[config.mk]
export PLATFORM = sky130hd
export DESIGN_NAME = serial_packet_deframer
export DESIGN_NICKNAME = d
export VERILOG_FILES = /design/src/rtl/core/spd_pkg.sv /design/src/rtl/core/spd_ram.sv /design/src/rtl/core/spd_datapath.sv /design/src/rtl/core/spd_ctrl.sv /design/src/rtl/core/serial_packet_deframer.sv
export SDC_FILE = /design/constraint.sdc
export NUM_CORES = 1
export LEC_CHECK = 0
export ABC_CLOCK_PERIOD_IN_PS = 9510
export BUFFER_PORTS_ARGS = -buffer_cell sky130_fd_sc_hd__buf_2
export CAP_MARGIN = 20
export CORE_ASPECT_RATIO = 0.7
export CORE_MARGIN = 1.5
export CORE_UTILIZATION = 40
export CTS_CLUSTER_DIAMETER = 80
export DETAILED_ROUTE_END_ITERATION = 8
export PLACE_DENSITY_LB_ADDON = 0.1
export SLEW_MARGIN = 5
export SYNTH_ARGS = -nofsm -noshare
export SYNTH_HDL_FRONTEND = slang
export SYNTH_SLANG_ARGS = --single-unit
[constraint.sdc]
create_clock -name clk -period 9.51 [get_ports clk]
set_input_delay 0.951 -clock clk [delete_from_list [all_inputs] [get_ports clk]]
set_output_delay 0.951 -clock clk [all_outputs]
set_load 0.01 [all_outputs]
[src/rtl/core/spd_pkg.sv]
// Shared types and constants for the serial packet deframer.
package spd_pkg;

  localparam logic       REG_SYNC_VALUE = 1'b0;
  localparam logic       REG_MAX_LENGTH = 1'b1;
  localparam logic [7:0] SYNC_RESET     = 8'hAA;
  localparam logic [6:0] MAXLEN_RESET   = 7'd64;
  localparam logic       ST_GOOD        = 1'b0;
  localparam logic       ST_CSUM_ERR    = 1'b1;

  typedef struct packed {
    logic take_id;
    logic take_len;
    logic take_data;
    logic clr_cnt;
    logic inc_cnt;
    logic load_err;
    logic load_zero;
    logic load_pay;
  } spd_cmd_t;

  typedef struct packed {
    logic sync_hit;
    logic len_bad;
    logic rx_zero;
    logic len_zero;
    logic data_done;
    logic xor_ok;
    logic burst_last;
    logic out_busy;
  } spd_status_t;

endpackage

[src/rtl/core/spd_ram.sv]
// Generic single-write, single-read RAM with a registered read port.
module spd_ram #(
  parameter int WIDTH = 8,
  parameter int DEPTH = 64,
  parameter int AW    = (DEPTH > 1) ? $clog2(DEPTH) : 1
) (
  input  logic             clk,
  input  logic             we,
  input  logic [AW-1:0]    waddr,
  input  logic [WIDTH-1:0] wdata,
  input  logic [AW-1:0]    raddr,
  output logic [WIDTH-1:0] rdata
);

  logic [WIDTH-1:0] mem [DEPTH];

  always_ff @(posedge clk) begin
    if (we) begin
      mem[waddr] <= wdata;
    end
    rdata <= mem[raddr];
  end

endmodule

[src/rtl/core/spd_datapath.sv]
// Datapath: configuration registers, frame header, checksum, payload store, result register.
module spd_datapath
  import spd_pkg::*;
#(
  parameter int PAYLOAD_DEPTH = 64
) (
  input  logic        clk,
  input  logic        rst,
  input  logic        cfg_write,
  input  logic        cfg_index,
  input  logic [7:0]  cfg_data,
  input  logic [7:0]  rx_byte,
  input  logic        out_ready,
  input  spd_cmd_t    cmd,
  output spd_status_t status,
  output logic        out_valid,
  output logic [7:0]  frame_id,
  output logic [6:0]  frame_length,
  output logic [7:0]  payload_byte,
  output logic [5:0]  byte_position,
  output logic        frame_status,
  output logic        last
);

  localparam int AW = (PAYLOAD_DEPTH > 1) ? $clog2(PAYLOAD_DEPTH) : 1;
  localparam int CW = $clog2(PAYLOAD_DEPTH + 1);

  logic [7:0]    sync_value;
  logic [6:0]    max_length;
  logic [7:0]    held_id;
  logic [6:0]    held_length;
  logic [7:0]    running_xor;
  logic [CW-1:0] cnt;
  logic [CW-1:0] cnt_plus;
  logic [8:0]    limit;
  logic [7:0]    ram_rdata;

  always_ff @(posedge clk) begin
    if (rst) begin
      sync_value <= SYNC_RESET;
      max_length <= MAXLEN_RESET;
    end else if (cfg_write) begin
      unique case (cfg_index)
        REG_SYNC_VALUE: sync_value <= cfg_data;
        REG_MAX_LENGTH: max_length <= cfg_data[6:0];
        default: ;
      endcase
    end
  end

  always_ff @(posedge clk) begin
    if (rst) begin
      held_id     <= '0;
      held_length <= '0;
      running_xor <= '0;
      cnt         <= '0;
    end else begin
      if (cmd.take_id) begin
        held_id     <= rx_byte;
        running_xor <= rx_byte;
      end
      if (cmd.take_len) begin
        held_length <= rx_byte[6:0];
        running_xor <= running_xor ^ rx_byte;
      end
      if (cmd.take_data) begin
        running_xor <= running_xor ^ rx_byte;
      end
      if (cmd.clr_cnt) begin
        cnt <= '0;
      end else if (cmd.inc_cnt) begin
        cnt <= cnt_plus;
      end
    end
  end

  assign cnt_plus = cnt + CW'(1);

  // The length limit is the smaller of the register and the store depth.
  assign limit = (9'(max_length) > 9'(PAYLOAD_DEPTH)) ? 9'(PAYLOAD_DEPTH) : 9'(max_length);

  assign status.sync_hit   = (rx_byte == sync_value);
  assign status.len_bad    = (9'(rx_byte) > limit);
  assign status.rx_zero    = (rx_byte == 8'd0);
  assign status.len_zero   = (held_length == 7'd0);
  assign status.data_done  = (8'(cnt_plus) >= 8'(held_length));
  assign status.xor_ok     = (rx_byte == running_xor);
  assign status.burst_last = (8'(cnt_plus) == 8'(held_length));
  assign status.out_busy   = out_valid & ~out_ready;

  spd_ram #(
    .WIDTH (8),
    .DEPTH (PAYLOAD_DEPTH),
    .AW    (AW)
  ) u_store (
    .clk   (clk),
    .we    (cmd.take_data),
    .waddr (cnt[AW-1:0]),
    .wdata (rx_byte),
    .raddr (cnt[AW-1:0]),
    .rdata (ram_rdata)
  );

  always_ff @(posedge clk) begin
    if (rst) begin
      out_valid <= 1'b0;
    end else if (cmd.load_err || cmd.load_zero || cmd.load_pay) begin
      out_valid <= 1'b1;
    end else if (out_ready) begin
      out_valid <= 1'b0;
    end
  end

  always_ff @(posedge clk) begin
    if (cmd.load_err || cmd.load_zero) begin
      frame_id      <= held_id;
      frame_length  <= held_length;
      payload_byte  <= '0;
      byte_position <= '0;
      frame_status  <= cmd.load_err ? ST_CSUM_ERR : ST_GOOD;
      last          <= 1'b1;
    end else if (cmd.load_pay) begin
      frame_id      <= held_id;
      frame_length  <= held_length;
      payload_byte  <= ram_rdata;
      byte_position <= 6'(cnt);
      frame_status  <= ST_GOOD;
      last          <= status.burst_last;
    end
  end

endmodule

[src/rtl/core/spd_ctrl.sv]
// Controller: frame phase sequencing and payload readout burst.
module spd_ctrl
  import spd_pkg::*;
(
  input  logic        clk,
  input  logic        rst,
  input  logic        in_valid,
  output logic        in_ready,
  input  spd_status_t status,
  output spd_cmd_t    cmd
);

  typedef enum logic [6:0] {
    S_HUNT  = 7'b0000001,
    S_ID    = 7'b0000010,
    S_LEN   = 7'b0000100,
    S_DATA  = 7'b0001000,
    S_CHECK = 7'b0010000,
    S_RD    = 7'b0100000,
    S_LD    = 7'b1000000
  } state_t;

  state_t state;
  state_t state_next;
  logic   fire;

  // The check byte can load the result register, so it waits while that is full and not being taken.
  assign in_ready = (state == S_HUNT) || (state == S_ID) || (state == S_LEN) ||
                    (state == S_DATA) || ((state == S_CHECK) && !status.out_busy);
  assign fire = in_valid & in_ready;

  always_comb begin
    state_next = state;
    cmd        = '0;
    unique case (state)
      S_HUNT: begin
        if (fire && status.sync_hit) state_next = S_ID;
      end
      S_ID: begin
        if (fire) begin
          cmd.take_id = 1'b1;
          state_next  = S_LEN;
        end
      end
      S_LEN: begin
        if (fire) begin
          cmd.clr_cnt = 1'b1;
          if (status.len_bad) begin
            state_next = S_HUNT;
          end else begin
            cmd.take_len = 1'b1;
            // A zero length byte skips the payload and goes to the check byte.
            state_next   = status.rx_zero ? S_CHECK : S_DATA;
          end
        end
      end
      S_DATA: begin
        if (fire) begin
          cmd.take_data = 1'b1;
          cmd.inc_cnt   = 1'b1;
          if (status.data_done) state_next = S_CHECK;
        end
      end
      S_CHECK: begin
        if (fire) begin
          if (!status.xor_ok) begin
            cmd.load_err = 1'b1;
            state_next   = S_HUNT;
          end else if (status.len_zero) begin
            cmd.load_zero = 1'b1;
            state_next    = S_HUNT;
          end else begin
            cmd.clr_cnt = 1'b1;
            state_next  = S_RD;
          end
        end
      end
      S_RD: begin
        state_next = S_LD;
      end
      S_LD: begin
        if (!status.out_busy) begin
          cmd.load_pay = 1'b1;
          cmd.inc_cnt  = 1'b1;
          state_next   = status.burst_last ? S_HUNT : S_RD;
        end
      end
      default: state_next = S_HUNT;
    endcase
  end

  always_ff @(posedge clk) begin
    if (rst) begin
      state <= S_HUNT;
    end else begin
      state <= state_next;
    end
  end

endmodule

[src/rtl/core/serial_packet_deframer.sv]
// Top level of the serial packet deframer.
//
// Channel   Direction  Handshake             Payload
// in        request    in_valid / in_ready   rx_byte
// out       result     out_valid / out_ready frame_id, frame_length, payload_byte,
//                                            byte_position, status, last
// cfg       write      cfg_write             cfg_index, cfg_data
//
// Each received byte takes one cycle while a frame is being collected.
// A good frame of N > 0 payload bytes gives N results, read from the payload
// store's registered port one by one; input waits during that burst. The check
// byte waits while an earlier result is not taken. Synchronous active-high reset
// restores all but the result data registers and returns to sync hunting.
module serial_packet_deframer
  import spd_pkg::*;
#(
  parameter int PAYLOAD_DEPTH = 64
) (
  input  logic       clk,
  input  logic       rst,
  input  logic       cfg_write,
  input  logic       cfg_index,
  input  logic [7:0] cfg_data,
  input  logic       in_valid,
  output logic       in_ready,
  input  logic [7:0] rx_byte,
  output logic       out_valid,
  input  logic       out_ready,
  output logic [7:0] frame_id,
  output logic [6:0] frame_length,
  output logic [7:0] payload_byte,
  output logic [5:0] byte_position,
  output logic       status,
  output logic       last
);

  spd_cmd_t    cmd;
  spd_status_t dp_status;

  spd_ctrl u_ctrl (
    .clk      (clk),
    .rst      (rst),
    .in_valid (in_valid),
    .in_ready (in_ready),
    .status   (dp_status),
    .cmd      (cmd)
  );

  spd_datapath #(
    .PAYLOAD_DEPTH (PAYLOAD_DEPTH)
  ) u_datapath (
    .clk           (clk),
    .rst           (rst),
    .cfg_write     (cfg_write),
    .cfg_index     (cfg_index),
    .cfg_data      (cfg_data),
    .rx_byte       (rx_byte),
    .out_ready     (out_ready),
    .cmd           (cmd),
    .status        (dp_status),
    .out_valid     (out_valid),
    .frame_id      (frame_id),
    .frame_length  (frame_length),
    .payload_byte  (payload_byte),
    .byte_position (byte_position),
    .frame_status  (status),
    .last          (last)
  );

endmodule
== Word-level counts from Yosys, hierarchy flattened ==
Memories as Yosys holds them, arrays and structs flattened. A register that Yosys moved wholly into a read port is not among the register bits.
Cells that the tools add are included.
Storage, ports and cells
  register bits: 84
  memory bits (writable): 512
  input bits: 22
  word-level logic and storage cells: 105
  memories kept: 1
Operators by class
  add/sub/neg operators: 1
  magnitude comparators: 3
  equality and inequality tests: 17
  muxes and demuxes: 46
  bitwise operators: 5
  reductions and logical operators: 18
Memory list
  u_datapath.u_store.mem: words 64, width 8, read ports 1, clocked after memory_dff 1, write ports 1, line spd_ram.sv:15  | logic [WIDTH-1:0] mem [DEPTH];
Operators with widths (count)
  two-way mux 7 bit: 11
  case mux 7 bit (7 select lines): 1
  two-way mux 8 bit: 5
  two-way mux 1 bit: 21
  two-way mux 6 bit: 3
  equality test 8 bit: 2
  > comparator 8 x 9 -> 1 bit: 1
  logical NOT 8 bit: 1
  inequality test 2 x 1 -> 1 bit, second input constant: 4
  bitwise XOR 8 bit: 1
  adder 7 x 1 -> 7 bit, second input constant: 1
  equality test 7 x 1 -> 1 bit, second input constant: 1
  equality test 7 x 2 -> 1 bit, second input constant: 1
  equality test 7 x 3 -> 1 bit, second input constant: 1
  equality test 7 x 4 -> 1 bit, second input constant: 1
  equality test 7 x 5 -> 1 bit, second input constant: 1
  equality test 7 x 6 -> 1 bit, second input constant: 1
  equality test 7 bit: 1
  equality test 7 bit, second input constant: 1
  greater-or-equal comparator 7 bit: 1
  > comparator 7 bit, second input constant: 1
  logical NOT 7 bit: 1
  AND reduction 7 bit: 1
  logical OR 1 bit: 6
  12 further kinds: 21

== Depth between registers and ports, before layout ==
Gate-level depths: netlist of the first run.
  word-level depth: 11
  gate-level depth with buffers: 14
  mapped depth without buffers: 10

== Hierarchy ==
From an unflattened synthesis of the first run, not the netlist that was laid out.
Second synthesis, totals
  cell total of the unflattened synthesis: 1395
  area total of the unflattened synthesis: 24327.1 µm²
Modules (own cells, without submodules)
  spd_ram: times used 1, cells an instance 940, area each 20166.8 µm², sequential area each 15534.9 µm²
  spd_datapath: times used 1, cells an instance 357, area each 3444.6 µm², sequential area each 1701.6 µm²
  spd_ctrl: times used 1, cells an instance 98, area each 715.7 µm², sequential area each 140.1 µm²

== Least setup slack after synthesis of the first run ==
OpenSTA, ideal clock, no wires.
  path type: input -> register
  from: input rx_byte[0]
  to: register u_datapath.running_xor[5]
  library setup time: 0.120 ns
  arrival time: 2.871 ns
  slack: 6.520 ns
  cell stages on the path: 10
  buffers on the path: 2
  path through: clkbuf_1 > inv_1 > ha_1 > inv_1 > o32a_1 > o22ai_1 > and2_1 > clkbuf_1 > o32ai_1 > o31a_1
Between the ends
  cells in the longest elaborated chain, start to end: 6
Ends and longest elaborated chain
  start: declaration: line serial_packet_deframer.sv:26  | input logic [7:0] rx_byte,
  > comparator 8 x 9 -> 1 bit *: line spd_datapath.sv:83  | assign status.len_bad = (9'(rx_byte) > limit);
  two-way mux 1 bit *: line spd_ctrl.sv:48  | if (status.len_bad) begin
  two-way mux 1 bit *: line spd_ctrl.sv:46  | if (fire) begin
  two-way mux 1 bit *: line spd_ctrl.sv:35  | unique case (state)
  two-way mux 8 bit: line spd_datapath.sv:62  | if (cmd.take_len) begin
  two-way mux 8 bit: line spd_datapath.sv:66  | if (cmd.take_data) begin
  end signal: assignment: line spd_datapath.sv:60  | running_xor <= rx_byte;
  end signal: assignment: line spd_datapath.sv:64  | running_xor <= running_xor ^ rx_byte;
  end signal: assignment: line spd_datapath.sv:67  | running_xor <= running_xor ^ rx_byte;
  end: declaration: line spd_datapath.sv:32  | logic [7:0] running_xor;
Mark *: on every way between the ends. The rest lies on a longest branch, timed or not.
A chain may end at the register's enable or synchronous reset.

== Worst setup path in the final report of the first run ==
  from: register u_ctrl.state[6]
  to: memory u_datapath.u_store.mem[14][1], enable pin
Between the ends
  cells in the longest elaborated chain, start to end: 10
Ends and longest elaborated chain
  start: declaration: line spd_ctrl.sv:23  | state_t state;
  start signal: assignment: line spd_ctrl.sv:96  | state <= state_next;
  equality test 7 x 1 -> 1 bit / equality test 7 x 2 -> 1 bit (equally long branches): line spd_ctrl.sv:28  | assign in_ready = (state == S_HUNT) || (state == S_ID) || (state == S_LEN) ||
  logical OR 1 bit (3 in a row): line spd_ctrl.sv:28
  logical OR 1 bit: line spd_ctrl.sv:29  | (state == S_DATA) || ((state == S_CHECK) && !status.out_busy);
  bitwise AND 1 bit: line spd_ctrl.sv:30  | assign fire = in_valid & in_ready;
  two-way mux 1 bit: line spd_ctrl.sv:58  | if (fire) begin
  two-way mux 1 bit *: line spd_ctrl.sv:35
  two-way mux 1 bit *: line spd_ram.sv:18  | if (we) begin
  two-way mux 1 bit (implied by the code) *: line spd_ram.sv:19  | mem[waddr] <= wdata;
  end: declaration: line spd_ram.sv:15
Marks and branches as above.

==> metrics, run 1 <==
Sequential Power Share 0.534; initial drt markers 1,726; CTS tree yes; endpoints failing hold 0; sequential area share after synthesis 0.714; Slew Limit Headroom 0.273; Total GRT Usage 0.231; top-area cell type share of the netlist area 0.651; synthesized area per cell 15.2 um^2; dpl hpwl 44.9 mm; RSZ-0062 raised after global routing no; area delta synth->final 12.3%; Mapped Nets 1,639; wire length on met2 29.7 mm; Die Width 298 um; Total Nets Final 1,679; Worst-Margin Slew 1.09 ns; CTS sink cnt 604; final wirelength 72.0 mm; CP startpoint kind register; Comb power frac 0.035; power consumption 5.43 mW; Final Skew 0.0234 ns; VDD IR max 164 uV; sw frac 0.212; max cap viols 0; Post-synth EDFFs 528; H-tree depth 2; fin util 0.455; Die Ht 209 um; synth warn 0; Mapped Area 24,300 um^2; Setup Buffers After CTS 0; IO Count 55; Clk network pwr share 0.431; post-synth cell types 69; Int Power 4.28 mW; largest net degree at the start of global routing 66; commonest cells in the synthesized netlist 528 x edfxtp_1, 131 x nor2_1, 106 x nand2_1; # DRC 0; CORE AREA 60,100 um^2; DR WL/cell 28.9 um; drt first pass iters 5; row count 75; Clk pin slew, worst setup/hold paths 0.06 ns; Initial Util 0.405; Slew Limit Fails 0; Critical Path AT 4.51 ns; crit path max fanout 9; via count 14,635; final worst-path cycle share 0.447; TNS Setup 0 ns; most numerous cell in the Yosys netlist edfxtp_1; initial antenna violation count 0; area leader, netlist edfxtp_1; layout cell share with drive strength beyond 1 0.167; Synth Flop Type edfxtp_1; static leakage 8.69 nW; status complete, no violations; Bufs and invs on worst path 0; Port Buf Inserts 54; RD Place Congestion 0.857; nature of the critical path endpoint register; FMAX 235 MHz; largest cells by area after synthesis edfxtp_1 65%, dfxtp_1 6.3%, mux4_2 3.7%; crit-path leading delay family simple AND/OR/NAND/NOR gates; Antenna diodes 0; first-pass GRT wire length 104 mm; GRT Residual Overflow 0; Crit path required time 9.77 ns; Final ANT Viol Nets 0; Worst Setup Path Type register to register; Min-Delay Path Class register to register; cells after synthesis 1,602; synthesized flop and latch total 604; # setup viols final 0; Sw Pwr 1.15 mW; M1 WL 34.4 mm; Longest Clk Path Bufs 3; CTS buffer count 59; slowest stage delay, CP 0.96 ns; metal3 WL 6.37 mm; Die ar. 62,400 um^2; Final min period 4.25 ns; Critical-path top delay cell nand3_1; Clk Latency, worst-skew pair 0.64 ns; count of cells resized by post-cts repair 0; Top Metal Used met4; worst path cell trace or4_1, nor4_2, nand3_1, nor2_1; hold-fix buffers at CTS 0; number of global-route vias before repair 14,154; Root Driver clkbuf_16; async set-reset flop share out of synthesis 0; power per cell area 199 nW/um^2; Via density 5.87
[final timing paths]
kind | endpoint | start | cells after the start | slack (ns)
hold / removal | u_datapath.frame_id[1] | u_datapath.held_id[1] | 0 | 0.43
setup reg to reg | u_datapath.u_store.mem[14][1] | u_ctrl.state[6] | 4 | 5.26
hold reg to reg | u_datapath.frame_id[1] | u_datapath.held_id[1] | 0 | 0.43
setup / recovery | u_datapath.u_store.mem[14][1] | u_ctrl.state[6] | 4 | 5.26
[flip-flops by register name, summed over array words and instances, names as in the netlist]
name	flops
u_datapath.last	1
u_datapath.byte_position	6
u_datapath.out_valid	1
u_datapath.running_xor	8
u_datapath.payload_byte	8
u_datapath.frame_length	7
u_datapath.held_length	7
u_datapath.sync_value	8
u_datapath.frame_status	1
u_ctrl.state	7
u_datapath.cnt	7
u_datapath.frame_id	8
u_datapath.u_store.rdata	8
u_datapath.u_store.mem	512
u_datapath.max_length	7
u_datapath.held_id	8
[layout make-up]
cell class / count / area, um^2
Sequential cell: 604 / 17400
Clock buffer: 85 / 1740
Timing Repair Buffer: 88 / 526
Fill cell: 5344 / 32700
Inverter: 17 / 63.8
Tap cell: 808 / 1010
Multi-Input combinational cell: 872 / 6430
Clock inverter: 21 / 178
[placed cells by master (no fill, tap or decap), types with 16 or more instances in the layout]
master	synthesis	routed
a22oi_1	55	55
mux2i_1	61	61
a221oi_1	46	46
xor2_1	16	16
mux4_2	40	40
o21ai_0	29	29
a21oi_1	84	84
nand3_1	24	24
edfxtp_1	528	528
inv_1	17	17
buf_4	5	34
nand2_1	106	106
mux2_2	48	48
dfxtp_1	76	73
o22ai_1	16	16
buf_2	37	54
nor2_1	131	129
clkbuf_16	0	64
[logic make-up after synthesis]
group	after synthesis	synth area share
flip-flops	604	0.714
AND/OR/NAND/NOR	356	0.0686
AO/OA/AOI/OAI	323	0.0924
multiplexers	149	0.0843
buffers and inverters	126	0.0227
XOR/XNOR	29	0.0104
adder cells (fa/ha/maj)	15	0.00771
[power groups by stage]
stage,clock network [mW],registers (mW),logic [mW]
5_1_grt,2.48,2.90,0.206
4_1_cts,2.38,2.90,0.188
3_3_place_gp,0,2.96,0.187
2_1_floorplan,0,2.96,0.101
3_5_place_dp,0,2.96,0.188
6_report,2.34,2.90,0.188
[layer usage]
layer	global-route usage	vias to the layer above
met5	0	-
met4	0.0574	0
met3	0.0519	105
met2	0.318	647
met1	0.364	7549
li1	-	6334
[stage by stage]
stage	hold slack (ns)	area, um^2	setup WS, ns	cells
2_1_floorplan	0.408	24300	6.52	1602
3_3_place_gp	0.417	25400	5.23	2389
3_5_place_dp	0.415	25400	5.13	2389
4_1_cts	0.430	27300	5.27	2495
5_1_grt	0.437	27300	5.04	2495
6_report	0.429	27300	5.26	2495
Note: power is estimated with default switching activity, not from simulation.
==> run 2, diff against run 1 <==
ABC_CLOCK_PERIOD_IN_PS = 3450   (was 9510)
clock period = 3.45 ns   (was 9.51 ns; I/O delays follow)
==> run 2 against run 1 <==
Compared with the run above: register-to-register slack worse by 5.0 ns; via count is 2.2% higher; maximum frequency is 34% higher; non-clock buffer count is 122 higher; final area is 3.3% higher; combinational power grew to 2.8 times the previous value; wire length is 0.86% higher; largest power group unchanged; clock power grew to 2.6 times the previous value; clock skew is 0.0040 ns lower; total power grew to 2.7 times the previous value.
==> metrics, run 2 (synthesis gave the netlist of run 1 again) <==
status complete, no violations; Total GRT Usage 0.233; CTS tree yes; FILL cells 5,281; Placed Area 26,400 um^2; Top reg by flops u_datapath.u_store.mem; final wirelength 72.7 mm; Root Driver clkbuf_16; worst r2r src u_datapath.cnt[2]; row count 75; first-pass GRT wire length 105 mm; max cap viols 0; Min-Delay Path Class input pin to register; via count 14,959; VDD IR max 516 uV; Crit path required time 3.94 ns; max FFs per register 512; CTS buffer count 58; IO Count 55; drt first pass iters 5; Via density 5.72; largest net degree at the start of global routing 71; Die ar. 62,400 um^2; DR WL/cell 27.8 um; nature of the critical path endpoint register; Worst Setup SP u_datapath.cnt[2]; Antenna diodes 0; initial antenna violation count 2; Final Skew 0.0194 ns; RSZ-0062 raised after global routing no; Clk Latency, worst-skew pair 0.63 ns; H-tree depth 2; Initial Util 0.405; Clk pin slew, worst setup/hold paths 0.06 ns; CORE AREA 60,100 um^2; Slew Limit Headroom 0.262; # DRC 0; Critical Path AT 3.66 ns; number of global-route vias before repair 14,417; TNS Setup 0 ns; Slew Limit Fails 0; most common cell after layout, fill and taps aside edfxtp_1; GRT Residual Overflow 0; final worst-path cycle share 0.918; initial drt markers 1,635; Total Nets Final 1,800; layout cell share with drive strength beyond 1 0.212; Longest Clk Path Bufs 3; fin area 28,200 um^2; endpoints failing hold 0; Port Buf Inserts 54; crit path max fanout 20; power per cell area 520 nW/um^2; HP Start cfg_index; RD Place Congestion 0.868; static leakage 9.28 nW; Worst-Margin Slew 1.11 ns; dpl hpwl 47.9 mm; CP startpoint kind register; Die Ht 209 um; most frequent cells in the layout 528 x edfxtp_1, 140 x buf_4, 129 x nor2_1, 106 x nand2_1, 84 x a21oi_1; # setup viols final 0; CTS sink cnt 604; Die Width 298 um; Final ANT Viol Nets 0; Worst Setup Path Type register to register; FMAX 316 MHz; Final min period 3.17 ns; area delta synth->final 16.0%; count of cells resized by post-cts repair 0
-- run 2: worst paths after layout --
kind	slack, ns	depth (start not counted)	to
setup / recovery	0.28	9	u_datapath.u_store.rdata[5]
hold reg to reg	0.43	0	u_datapath.frame_id[2]
hold / removal	0.08	3	u_datapath.max_length[5]
setup reg to reg	0.28	9	u_datapath.u_store.rdata[5]
-- run 2: power breakdown --
group	internal [mW]	switching (mW)
clock network	3.43	2.73
logic	0.157	0.377
registers	7.96	0.0369
-- run 2: routing by layer --
metal | wire length (um) | global-route usage | vias up
li1 | - | - | 6583
met1 | 35500 | 0.375 | 7715
met2 | 30300 | 0.327 | 591
met3 | 5640 | 0.0404 | 70
met4 | 1190 | 0.0480 | 0
met5 | 0 | 0 | -
-- run 2: timing repair --
| item | 4_1_cts | 5_1_grt |
|---|---|---|
| hold buffers | 8 | 0 |
| setup endpoints to repair | 0 | 0 |
| hold endpoints to repair | 12 | 0 |
| buffers inserted | 0 | 0 |
-- run 2: cell type report --
| type | count | area [um^2] | share of cell area |
|---|---|---|---|
| inverters | 17 | 63.8 | 0.00226 |
| clock inverters | 28 | 243 | 0.00859 |
| multi-input cells | 872 | 6430 | 0.228 |
| well taps | 808 | 1010 | 0.0358 |
| repair buffers | 210 | 1560 | 0.0553 |
| flip-flops and latches | 604 | 17400 | 0.616 |
| clock buffers | 78 | 1550 | 0.0548 |
-- run 2: per-stage QoR --
stage	cells	hold WS, ns	setup slack (ns)	power [mW]	util
finish	2617	0.0760	0.283	14.7	0.470
CTS	2617	0.0397	0.410	14.8	0.470
detailed placement	2503	0.417	0.419	8.68	0.439
floorplan	1602	0.408	0.461	8.42	-
global placement	2503	0.415	0.396	8.67	0.439
global route	2617	0.0895	0.193	15.1	0.470
-- run 2: worst max-delay path, cell delays in order (launching register included) --
cell and delay [ns]:
dfxtp_4 0.53, buf_4 0.32, nor2b_2 0.19, buf_4 0.25
buf_4 0.16, a22oi_1 0.23, a21oi_1 0.12, a211oi_1 0.60
o22ai_1 0.14, or4_1 0.48
